`src/rtl/char_lcd_write_sequencer_macros.svh`:
```
// -----------------------------------------------------------------------------
// char_lcd_write_sequencer_macros
// Assertion macros shared by the LCD write sequencer RTL.
// -----------------------------------------------------------------------------
`ifndef CHAR_LCD_WRITE_SEQUENCER_MACROS_SVH
`define CHAR_LCD_WRITE_SEQUENCER_MACROS_SVH

// Check that cons holds in the same cycle as ante.
`define LWS_ASSERT_NOW(lbl, ante, cons, msg) \
  lbl: assert property (@(posedge clk) disable iff (!rst_n) (ante) |-> (cons)) \
    else $error(msg);

// Check that cons holds in the cycle after ante.
`define LWS_ASSERT_NEXT(lbl, ante, cons, msg) \
  lbl: assert property (@(posedge clk) disable iff (!rst_n) (ante) |=> (cons)) \
    else $error(msg);

`endif

```
`src/rtl/lws_pkg.sv`:
```
// -----------------------------------------------------------------------------
// lws_pkg
// Types, codes and command tables of the character LCD write sequencer.
// -----------------------------------------------------------------------------
package lws_pkg;

  // Request operation codes
  localparam logic [2:0] OP_CMD    = 3'd0;
  localparam logic [2:0] OP_DATA   = 3'd1;
  localparam logic [2:0] OP_CURSOR = 3'd2;
  localparam logic [2:0] OP_NUMBER = 3'd3;
  localparam logic [2:0] OP_INIT   = 3'd4;

  // Display geometry: rows past the last one clamp to it
  localparam int NUM_ROWS = 4;

  // Serial divider geometry
  localparam int DIV_W  = 32;
  localparam int DIV_CW = $clog2(DIV_W);

  // Power-up sequence lengths
  localparam logic [2:0] INIT4_LEN = 3'd7;
  localparam logic [2:0] INIT8_LEN = 3'd5;

  // ASCII zero
  localparam logic [7:0] ASCII_ZERO = 8'h30;

  typedef enum logic [1:0] {
    S_IDLE,
    S_DIV,
    S_BYTE
  } state_t;

  // Divider status toward the sequencer
  typedef struct packed {
    logic       done;
    logic       q_nz;
    logic [3:0] digit;
  } div_stat_t;

  // Digit stack controls
  typedef struct packed {
    logic push;
    logic pop;
  } stk_ctl_t;

  // DDRAM base address of each display row
  function automatic logic [7:0] row_base(input logic [1:0] row);
    logic [7:0] base;
    unique case (row)
      2'd0:    base = 8'h80;
      2'd1:    base = 8'hC0;
      2'd2:    base = 8'h90;
      default: base = 8'hD0;
    endcase
    return base;
  endfunction

  // Power-up command sequence, 4-bit or 8-bit bus
  function automatic logic [7:0] init_cmd(input logic four_bit, input logic [2:0] idx);
    logic [7:0] cmd;
    if (four_bit) begin
      unique case (idx)
        3'd0:    cmd = 8'h33;
        3'd1:    cmd = 8'h32;
        3'd2:    cmd = 8'h28;
        3'd3:    cmd = 8'h0C;
        3'd4:    cmd = 8'h02;
        3'd5:    cmd = 8'h01;
        default: cmd = 8'h06;
      endcase
    end else begin
      unique case (idx)
        3'd0:    cmd = 8'h38;
        3'd1:    cmd = 8'h0C;
        3'd2:    cmd = 8'h02;
        3'd3:    cmd = 8'h01;
        default: cmd = 8'h06;
      endcase
    end
    return cmd;
  endfunction

endpackage

```
`src/rtl/lws_div10.sv`:
```
// -----------------------------------------------------------------------------
// lws_div10
// Bit-serial divide by ten: one quotient bit per cycle, restoring remainder.
// -----------------------------------------------------------------------------
module lws_div10
  import lws_pkg::*;
(
  input  logic             clk,
  input  logic             rst_n,
  input  logic             start,
  input  logic [DIV_W-1:0] dividend,
  output div_stat_t        stat,
  output logic             busy,
  output logic [DIV_W-1:0] quotient
);

  logic [DIV_W-1:0]  shreg_r, shreg_nxt;
  logic [3:0]        rem_r, rem_nxt;
  logic [DIV_CW-1:0] cnt_r, cnt_nxt;
  logic              run_r, run_nxt;
  logic              done_r, done_nxt;
  logic              nz_r, nz_nxt;
  logic [4:0]        trial;
  logic              ge;

  // Bring down the next dividend bit and try subtracting ten
  assign trial = {rem_r, shreg_r[DIV_W-1]};
  assign ge    = (trial >= 5'd10);

  always_comb begin
    shreg_nxt = shreg_r;
    rem_nxt   = rem_r;
    cnt_nxt   = cnt_r;
    run_nxt   = run_r;
    done_nxt  = 1'b0;
    nz_nxt    = nz_r;
    priority if (start) begin
      shreg_nxt = dividend;
      rem_nxt   = 4'd0;
      cnt_nxt   = '0;
      run_nxt   = 1'b1;
      nz_nxt    = 1'b0;
    end else if (run_r) begin
      shreg_nxt = {shreg_r[DIV_W-2:0], ge};
      rem_nxt   = ge ? 4'(trial - 5'd10) : trial[3:0];
      nz_nxt    = nz_r | ge;
      cnt_nxt   = cnt_r + 1'b1;
      if (cnt_r == DIV_CW'(DIV_W - 1)) begin
        run_nxt  = 1'b0;
        done_nxt = 1'b1;
      end
    end else begin
      // hold the last result while idle
      run_nxt = 1'b0;
    end
  end

  // Control state
  always_ff @(posedge clk) begin
    if (!rst_n) begin
      run_r  <= 1'b0;
      done_r <= 1'b0;
    end else begin
      run_r  <= run_nxt;
      done_r <= done_nxt;
    end
  end

  // Datapath
  always_ff @(posedge clk) begin
    shreg_r <= shreg_nxt;
    rem_r   <= rem_nxt;
    cnt_r   <= cnt_nxt;
    nz_r    <= nz_nxt;
  end

  assign stat.done  = done_r;
  assign stat.q_nz  = nz_r;
  assign stat.digit = rem_r;
  assign busy       = run_r;
  assign quotient   = shreg_r;

endmodule

```
`src/rtl/lws_dstack.sv`:
```
// -----------------------------------------------------------------------------
// lws_dstack
// Shift-register digit stack: digits enter least significant first and
// leave most significant first.
// -----------------------------------------------------------------------------
module lws_dstack
  import lws_pkg::*;
#(
  parameter int MAX_DIGITS = 10,
  localparam int CW = $clog2(MAX_DIGITS + 1)
) (
  input  logic          clk,
  input  logic          rst_n,
  input  stk_ctl_t      ctl,
  input  logic [3:0]    digit_in,
  output logic [3:0]    top,
  output logic [CW-1:0] count
);

  logic [3:0]    dig_r [MAX_DIGITS];
  logic [3:0]    dig_nxt [MAX_DIGITS];
  logic [CW-1:0] cnt_r, cnt_nxt;

  // Push shifts up, pop shifts down
  always_comb begin
    for (int i = 0; i < MAX_DIGITS; i++) begin
      dig_nxt[i] = dig_r[i];
    end
    cnt_nxt = cnt_r;
    priority if (ctl.push) begin
      for (int i = 1; i < MAX_DIGITS; i++) begin
        dig_nxt[i] = dig_r[i-1];
      end
      dig_nxt[0] = digit_in;
      cnt_nxt    = cnt_r + 1'b1;
    end else if (ctl.pop) begin
      for (int i = 0; i < MAX_DIGITS - 1; i++) begin
        dig_nxt[i] = dig_r[i+1];
      end
      cnt_nxt = cnt_r - 1'b1;
    end else begin
      // hold the stack
      cnt_nxt = cnt_r;
    end
  end

  always_ff @(posedge clk) begin
    if (!rst_n) begin
      cnt_r <= '0;
    end else begin
      cnt_r <= cnt_nxt;
    end
  end

  always_ff @(posedge clk) begin
    for (int i = 0; i < MAX_DIGITS; i++) begin
      dig_r[i] <= dig_nxt[i];
    end
  end

  assign top   = dig_r[0];
  assign count = cnt_r;

endmodule

```
`src/rtl/char_lcd_write_sequencer.sv`:
```
// Command, data and cursor requests go from S_IDLE to S_BYTE, which registers the first strobe.
// Throughput: one strobe per cycle while out_stall is low; a byte is 1 strobe (8-bit) or 2 strobes (4-bit bus).
// Numbers: the bit-serial divide-by-ten unit yields each digit before the digits are strobed.
// A request is taken only when the sequencer is idle; strobes are held under out_stall.
// Reset: sequencer idle, no strobe pending, bus_mode set to 4-bit.
// -----------------------------------------------------------------------------
// char_lcd_write_sequencer
// Turns one request into the enable-strobed bus writes of a character LCD.
// -----------------------------------------------------------------------------
`include "char_lcd_write_sequencer_macros.svh"

module char_lcd_write_sequencer
  import lws_pkg::*;
#(
  parameter int MAX_DIGITS = 10
) (
  input  logic        clk,
  input  logic        rst_n,
  // configuration
  input  logic        cfg_wr_en,
  input  logic        cfg_wr_data,
  // request channel
  input  logic        in_valid,
  output logic        in_stall,
  input  logic [2:0]  in_operation,
  input  logic [7:0]  in_byte_value,
  input  logic [1:0]  in_row,
  input  logic [3:0]  in_column,
  input  logic signed [31:0] in_number,
  // strobe channel
  output logic        out_valid,
  input  logic        out_stall,
  output logic        out_reg_select,
  output logic [7:0]  out_bus_value,
  output logic        out_byte_done,
  output logic        out_last
);

  localparam int CW = $clog2(MAX_DIGITS + 1);

  state_t        state_r, state_nxt;
  logic [2:0]    op_r, op_nxt;
  logic [7:0]    byte_r, byte_nxt;
  logic [2:0]    idx_r, idx_nxt;
  logic          nib_r, nib_nxt;
  logic          bus_mode_r;

  logic          out_valid_r, out_valid_nxt;
  logic          out_rs_r, out_rs_nxt;
  logic [7:0]    out_bus_r, out_bus_nxt;
  logic          out_done_r, out_done_nxt;
  logic          out_last_r, out_last_nxt;

  stk_ctl_t         stk_ctl;
  logic [3:0]       stk_digit;
  logic [3:0]       stk_top;
  logic [CW-1:0]    stk_count;

  logic             div_start;
  logic [DIV_W-1:0] div_dividend;
  div_stat_t        div_stat;
  logic             div_busy;
  logic [DIV_W-1:0] div_quot;

  logic [1:0]    row_eff;
  logic [7:0]    cursor_addr;
  logic [7:0]    cur_byte;
  logic          cur_last;
  logic          cur_rs;
  logic          out_free;

  lws_div10 u_div (
    .clk      (clk),
    .rst_n    (rst_n),
    .start    (div_start),
    .dividend (div_dividend),
    .stat     (div_stat),
    .busy     (div_busy),
    .quotient (div_quot)
  );

  lws_dstack #(.MAX_DIGITS(MAX_DIGITS)) u_stack (
    .clk      (clk),
    .rst_n    (rst_n),
    .ctl      (stk_ctl),
    .digit_in (stk_digit),
    .top      (stk_top),
    .count    (stk_count)
  );

  // Clamp the row and form the cursor address
  assign row_eff     = ({1'b0, in_row} >= 3'(NUM_ROWS)) ? 2'(NUM_ROWS - 1) : in_row;
  assign cursor_addr = row_base(row_eff) + {4'h0, in_column};

  // Select the byte being sent and whether it ends the request
  always_comb begin
    unique case (op_r)
      OP_NUMBER: begin
        cur_byte = ASCII_ZERO + {4'h0, stk_top};
        cur_last = (stk_count == CW'(1));
      end
      OP_INIT: begin
        cur_byte = init_cmd(bus_mode_r, idx_r);
        cur_last = (idx_r == (bus_mode_r ? INIT4_LEN - 3'd1 : INIT8_LEN - 3'd1));
      end
      default: begin
        cur_byte = byte_r;
        cur_last = 1'b1;
      end
    endcase
  end

  assign cur_rs   = (op_r == OP_DATA) || (op_r == OP_NUMBER);
  assign out_free = !out_valid_r || !out_stall;
  assign in_stall = (state_r != S_IDLE);

  // Next state and outputs
  always_comb begin
    state_nxt     = state_r;
    op_nxt        = op_r;
    byte_nxt      = byte_r;
    idx_nxt       = idx_r;
    nib_nxt       = nib_r;
    out_valid_nxt = out_valid_r && out_stall;
    out_rs_nxt    = out_rs_r;
    out_bus_nxt   = out_bus_r;
    out_done_nxt  = out_done_r;
    out_last_nxt  = out_last_r;
    stk_ctl       = '0;
    stk_digit     = div_stat.digit;
    div_start     = 1'b0;
    div_dividend  = in_number;

    unique case (state_r)
      S_IDLE: begin
        if (in_valid) begin
          op_nxt   = in_operation;
          byte_nxt = (in_operation == OP_CURSOR) ? cursor_addr : in_byte_value;
          idx_nxt  = 3'd0;
          nib_nxt  = 1'b0;
          unique case (in_operation)
            OP_CMD, OP_DATA, OP_CURSOR, OP_INIT: begin
              state_nxt = S_BYTE;
            end
            OP_NUMBER: begin
              priority if (in_number == 32'sd0) begin
                stk_ctl.push = 1'b1;
                stk_digit    = 4'd0;
                state_nxt    = S_BYTE;
              end else if (!in_number[31]) begin
                div_start = 1'b1;
                state_nxt = S_DIV;
              end else begin
                // drop negative numbers
                state_nxt = S_IDLE;
              end
            end
            default: begin
              state_nxt = S_IDLE;
            end
          endcase
        end
      end

      S_DIV: begin
        // Stack each digit; divide the quotient again while it is nonzero and the stack has room
        if (div_stat.done) begin
          stk_ctl.push = 1'b1;
          if (div_stat.q_nz && (stk_count < CW'(MAX_DIGITS - 1))) begin
            div_start    = 1'b1;
            div_dividend = div_quot;
          end else begin
            state_nxt = S_BYTE;
          end
        end
      end

      S_BYTE: begin
        if (out_free) begin
          out_valid_nxt = 1'b1;
          out_rs_nxt    = cur_rs;
          if (bus_mode_r && !nib_r) begin
            out_bus_nxt  = {4'h0, cur_byte[7:4]};
            out_done_nxt = 1'b0;
            out_last_nxt = 1'b0;
            nib_nxt      = 1'b1;
          end else begin
            out_bus_nxt  = bus_mode_r ? {4'h0, cur_byte[3:0]} : cur_byte;
            out_done_nxt = 1'b1;
            out_last_nxt = cur_last;
            nib_nxt      = 1'b0;
            // Advance to the next byte of the request
            if (op_r == OP_NUMBER) begin
              stk_ctl.pop = 1'b1;
            end
            idx_nxt = idx_r + 3'd1;
            if (cur_last) begin
              state_nxt = S_IDLE;
            end
          end
        end
      end

      default: begin
        state_nxt = S_IDLE;
      end
    endcase
  end

  // Control state
  always_ff @(posedge clk) begin
    if (!rst_n) begin
      state_r     <= S_IDLE;
      out_valid_r <= 1'b0;
      bus_mode_r  <= 1'b1;
    end else begin
      state_r     <= state_nxt;
      out_valid_r <= out_valid_nxt;
      if (cfg_wr_en) begin
        bus_mode_r <= cfg_wr_data;
      end
    end
  end

  // Request and strobe payload
  always_ff @(posedge clk) begin
    op_r       <= op_nxt;
    byte_r     <= byte_nxt;
    idx_r      <= idx_nxt;
    nib_r      <= nib_nxt;
    out_rs_r   <= out_rs_nxt;
    out_bus_r  <= out_bus_nxt;
    out_done_r <= out_done_nxt;
    out_last_r <= out_last_nxt;
  end

  assign out_valid      = out_valid_r;
  assign out_reg_select = out_rs_r;
  assign out_bus_value  = out_bus_r;
  assign out_byte_done  = out_done_r;
  assign out_last       = out_last_r;

  // Assertions
  `LWS_ASSERT_NOW(a_div_only_in_div, div_busy, state_r == S_DIV, "divider running outside digit phase")
  `LWS_ASSERT_NOW(a_digits_present, (state_r == S_BYTE) && (op_r == OP_NUMBER), stk_count != '0, "digit stack empty while sending a number")
  `LWS_ASSERT_NOW(a_high_nibble_narrow, out_valid_r && !out_done_r, out_bus_r[7:4] == 4'h0, "high nibble strobe wider than four bits")

endmodule

```
`config.mk`:
```
export PLATFORM = sky130hd
export DESIGN_NAME = char_lcd_write_sequencer
export DESIGN_NICKNAME = d
export VERILOG_FILES = /design/src/rtl/lws_pkg.sv /design/src/rtl/lws_div10.sv /design/src/rtl/lws_dstack.sv /design/src/rtl/char_lcd_write_sequencer.sv
export VERILOG_INCLUDE_DIRS = /design/src /design/src/rtl
export SDC_FILE = /design/constraint.sdc
export NUM_CORES = 1
export LEC_CHECK = 0
export ABC_AREA = 1
export BUFFER_PORTS_ARGS = -buffer_cell sky130_fd_sc_hd__buf_4
export CAP_MARGIN = 20
export CORE_AREA = 2 2 112 114
export DETAILED_ROUTE_END_ITERATION = 7
export DIE_AREA = 0 0 114 116
export GPL_TIMING_DRIVEN = 0
export PLACE_DENSITY = 0.75
export SYNTH_ARGS = -nofsm -noshare
export SYNTH_HDL_FRONTEND = slang
export SYNTH_HIERARCHICAL = 1
export SYNTH_SLANG_ARGS = --single-unit
```
`constraint.sdc`:
```
create_clock -name clk -period 2.7 [get_ports clk]
set_input_delay 0.54 -clock clk [delete_from_list [all_inputs] [get_ports clk]]
set_output_delay 0.54 -clock clk [all_outputs]
set_load 0.005 [all_outputs]
```
# After elaboration in Yosys (flattened, before gate mapping)
# Memory sizes are Yosys's and may differ from the RTL's.
# Index checks and enable logic that the tools add are counted.
dict set report word_totals {
  reg_bits 78
  latch_bits 0
  ramBits 40
  mem_bits_ro 0
  in_bits 55
  output_inout_bits 13
  word_cells 149
  n_memories 1
}
dict set report op_classes {
  addsub 7
  multipliers 0
  div 0
  magnitude_cmp 2
  n_eq_ne 26
  n_shift 0
  mux 65
  n_bitwise 3
  reduce_logical 26
}
# memory depth word_bits read_ports rd_ports_with_merged_regs wr line
set memory_table {}
lappend memory_table {u_stack.dig_r 10 4 10 0 10 lws_dstack.sv:20} ;# logic [3:0] dig_r [MAX_DIGITS];
# op count
set op_table {}
lappend op_table {{$mux 32} 5}
lappend op_table {{$mux 36} 2}
lappend op_table {{$mux 4} 9}
lappend op_table {{$pmux 6 s6} 1}
lappend op_table {{$logic_not 32->1} 1}
lappend op_table {{$mux 1} 25}
lappend op_table {{$pmux 6 s4} 1}
lappend op_table {{$pmux 7 s3} 1}
lappend op_table {{$mux 2} 8}
lappend op_table {{$mux 8} 2}
lappend op_table {{$pmux 8 s2} 1}
lappend op_table {{$eq 3x2->1 const B} 5}
lappend op_table {{$eq 3x3->1 const B} 4}
lappend op_table {{$ne 2x2->1 const B} 5}
lappend op_table {{$eq 3x1->1 const B} 3}
lappend op_table {{$mux 3} 3}
lappend op_table {{$add 8x4->8} 1}
lappend op_table {{$pmux 1 s2} 4}
lappend op_table {{$reduce_bool 2->1} 4}
lappend op_table {{$add 6x4->7 const A} 1}
lappend op_table {{$logic_not 3->1} 2}
lappend op_table {{$pmux 2 s3} 1}
lappend op_table {{$pmux 3 s2} 1}
lappend op_table {{$reduce_and 2->1} 3}
lappend op_table {{27 further kinds} 36}

# Longest topological paths before layout
dict set report logic_depth {
  ltp_word 7
  ltp_mapped 17
  depth_no_buf 15
}

# By module
# The synthesis kept the hierarchy.
# mod instances cells_per_inst area_per_inst_um2 seq_area_each_um2
set modules_own_cells {}
lappend modules_own_cells {char_lcd_write_sequencer 1 260 2290.9 860.8}
lappend modules_own_cells {lws_div10 1 212 1978.1 1201.2}
lappend modules_own_cells {lws_dstack 1 187 1946.9 1281.2}

# Worst setup path before layout
# Ideal clock, no wire load.
dict set report synth_path {
  kind {input to register}
  from {input in_number[31]}
  to {register u_stack.cnt_r[3], in the netlist u_stack/count[3]}
  setup_ps 115
  arrival_ps 2409
  required_ps 2585
  slack_ps 176
  cell_stages 15
  path_buffers 2
  cell_sequence {nor2_1 -> nand2_1 -> nor2_1 -> nand2_1 -> nor2_1 -> nand3_1 -> nand2_1 -> inv_2 -> buf_6 -> buf_6 -> ha_1 -> a21oi_1 -> nand3_1 -> a21oi_1 -> nor2_1}
}
# item line
set synth_lines {}
lappend synth_lines {{from (decl)} char_lcd_write_sequencer.sv:29} ;# input logic signed [31:0] in_number,
lappend synth_lines {{to (signal assigned)} lws_dstack.sv:51} ;# cnt_r <= cnt_nxt;
lappend synth_lines {{to (decl)} lws_dstack.sv:22} ;# logic [CW-1:0] cnt_r, cnt_nxt;

==> out/summary.txt <==
Wire length per cell = 13.7 um
CTS Buf Count = 17
Clk Latency, worst-skew pair = 420 ps
Crit start category = primary input
Crit path DAT = 2900 ps
Worst Hold Class = in2reg
Vias = 4,635
Via density per instance = 5.11
Fin crit share = 0.960
Die X = 114 um
Main synth FF type = edfxtp_1
Global-route wire length before repair = 20,900 um
CP endpoint kind = flop
Die height = 116 um
Final Power = 0.00499 W
CP Max Fanout = 12
1st-iter DRT viols = 373
HPWL after detailed placement = 8820 um
Unrepaired setup endpoints after global routing = true
Layout area overhead = 21.0%
Final Hold Vio Count = 0
Gp weighted congestion = 0.944
TritonCTS clock tree = yes
Synth Area in Compound Gates = 0.0393
Number of enable flip-flop cells after synthesis = 98
Most frequent cells after synthesis = 282 x nand2_1, 98 x edfxtp_1, 54 x nor2_1
FF+latch count, synth = 118
Ant diodes = 0
Remaining Overflow, GRT = 0
Post-Synth XOR/XNOR Area = 0.00282
CTS sink count = 118
Antenna violations before repair = 0
Total leakage power = 3.40 nW
Final Max Tran Viols = 0
FILL cells = 998
Maximum clock frequency = 386 MHz
Clock-pin slew on the worst setup and hold paths = 50 ps
CTS Buffer Depth = 2
Sequential fraction of the synthesis area = 0.538
Ys Warns = 6
Final ANT Viol Nets = 0
Min Tclk post-route = 2590 ps
Status = complete, no violations
Die area = 0.0132 mm2
Setup TNS = 0 ps
Max IR drop VDD = 0.489 mV
Yosys top cell by area = edfxtp_1
PwrDens = 664 mW/mm2
WL final = 12,400 um
Rows = 40
Htree depth = 4
Root cell of the clock tree = clkbuf_16
Initial Utilization = 0.522
Vias in the first global route = 4,553
Post-synth top area share = 0.473
Synth area leaders = edfxtp_1 47%, nand2_1 17%, mux2_4 7.0%
Largest net degree at the start of global routing = 42
Worst slew margin = 0.502
Crit Path Category = in2reg
Mapped Nets = 725
Measured slew at the worst slew-check pin = 746 ps
Hold_buf cts = 0
PortBufs = 67
Post-Synth Simple-Gate Area = 0.247
Count leader, synth = nand2_1
Post-synthesis cell type count = 38
Layout cells sized above 1 = 0.242
Netlist Area Pre-Place = 0.00622 mm2
Initial DRT Pass Iterations = 5
Syn Inst Count = 659
All-layer global routing usage = 0.204
Post-Synth Adder-Cell Area = 0.0233
DRC errors left = 0
Max-cap viol count = 0
Post-synthesis average cell area = 9.43 um2
CP Data Required Time = 3010 ps
CORE AREA = 0.0119 mm2
Clk_skew = 8.16 ps
Async SR Flop Fraction = 0
Largest family of logic cells by synthesized area = simple AND/OR/NAND/NOR gates
Io pins = 68
Setup-failing EPs final = 0
Nets@finish = 813
Post-synthesis mux area share = 0.0864
-- cells by family after synthesis --
group	Yosys count
adder cells (fa/ha/maj)	11
buffers and inverters	73
multiplexers	38
AO/OA/AOI/OAI	43
XOR/XNOR	2
AND/OR/NAND/NOR	374
flip-flops	118
-- stage by stage --
step,utilization,setup WS (ps),hold WS (ps),cell area [um2],std cells
2_1_floorplan,-,176,427,6220,659
3_3_place_gp,0.580,-476,441,6900,873
3_5_place_dp,0.580,-607,439,6900,873
4_1_cts,0.630,35.9,302,7500,905
5_1_grt,0.631,-42.2,308,7520,907
6_report,0.631,108,317,7520,907
-- state kept, by name, summed over array words and instances (netlist names), 2 cells and up --
register / cells
u_stack/dig_r: 40
u_div/quotient: 32
byte_r: 8
out_bus_value: 8
u_div/cnt_r: 5
u_div/rem_r: 4
u_stack/count: 4
idx_r: 3
op_r: 3
state_r: 2
-- final timing paths --
| path | depth (start not counted) | startpoint | slack [ps] | endpoint |
|---|---|---|---|---|
| setup / recovery | 16 | in_number[16] | 110 | u_stack/count[3] |
| hold / removal | 1 | in_operation[1] | 320 | op_r[1] |
| setup reg to reg | 8 | state_r[1] | 220 | u_stack/dig_r[1][3] |
| hold reg to reg | 0 | u_stack/dig_r[8][3] | 450 | u_stack/dig_r[9][3] |
-- layer usage --
| layer | global-route usage | up-vias | part of all wire |
|---|---|---|---|
| met2 | 0.344 | 130 | 0.50 |
| met4 | 0.0813 | 0 | 0.019 |
| li1 | - | 2337 | - |
| met1 | 0.249 | 2148 | 0.43 |
| met5 | 0 | - | 0 |
| met3 | 0.0581 | 20 | 0.058 |
-- placed cells by master (no fill, tap or decap), drive strengths merged --
master / netlist / final
nand2: 285 / 285
edfxtp: 98 / 98
buf: 21 / 90
nor2: 59 / 59
inv: 50 / 49
mux2: 38 / 38
clkbuf: 1 / 22
nand3: 21 / 21
dfxtp: 20 / 20
a21oi: 20 / 20
o21ai: 17 / 17
ha: 10 / 10
clkinv: 1 / 7
nand4: 4 / 4
clkinvlp: 0 / 3
a31oi: 3 / 3
bufinv: 0 / 3
nor3: 2 / 2
nand3b: 2 / 2
o221ai: 1 / 1
a211oi: 1 / 1
a22o: 1 / 1
xor2: 1 / 1
nor3b: 1 / 1
xnor2: 1 / 1
fa: 1 / 1
-- critical path, stage by stage --
cell     delay [ps]
buf_4           110
nor2_1          120
nand2_1          60
nor2_1          150
nand2_1         110
nor2_2          200
nand3_2         180
nand2_4         170
inv_2            80
buf_6           150
buf_6           150
ha_1            360
a21oi_1         150
nand3_1         120
a21oi_1         170
nor2_1           70
-- where the power goes --
| group | internal (W) | leakage [nW] | switching (W) |
|---|---|---|---|
| logic | 0.000261 | 2.06 | 0.000338 |
| clock network | 0.00143 | 0.276 | 0.000770 |
| registers | 0.00211 | 1.06 | 0.0000828 |
| total | 0.00380 | 3.40 | 0.00119 |
-- cell type report --
cell class,count,area (um2),area share
multi-input combinational,468,2500,0.333
sequential,118,3340,0.445
timing repair buffer,69,518,0.0689
tap,147,184,0.0245
clock buffer,21,440,0.0586
buffer,22,193,0.0256
inverter,51,205,0.0273
clock inverter,11,133,0.0176
-- what timing repair did --
action | in CTS | in global routing
buffers inserted | 0 | 2
endpoints found under the setup margin | 40 | 37
pin swaps | 0 | 0
resized for setup | 6 | 2
(Power assumes the default switching activity.)
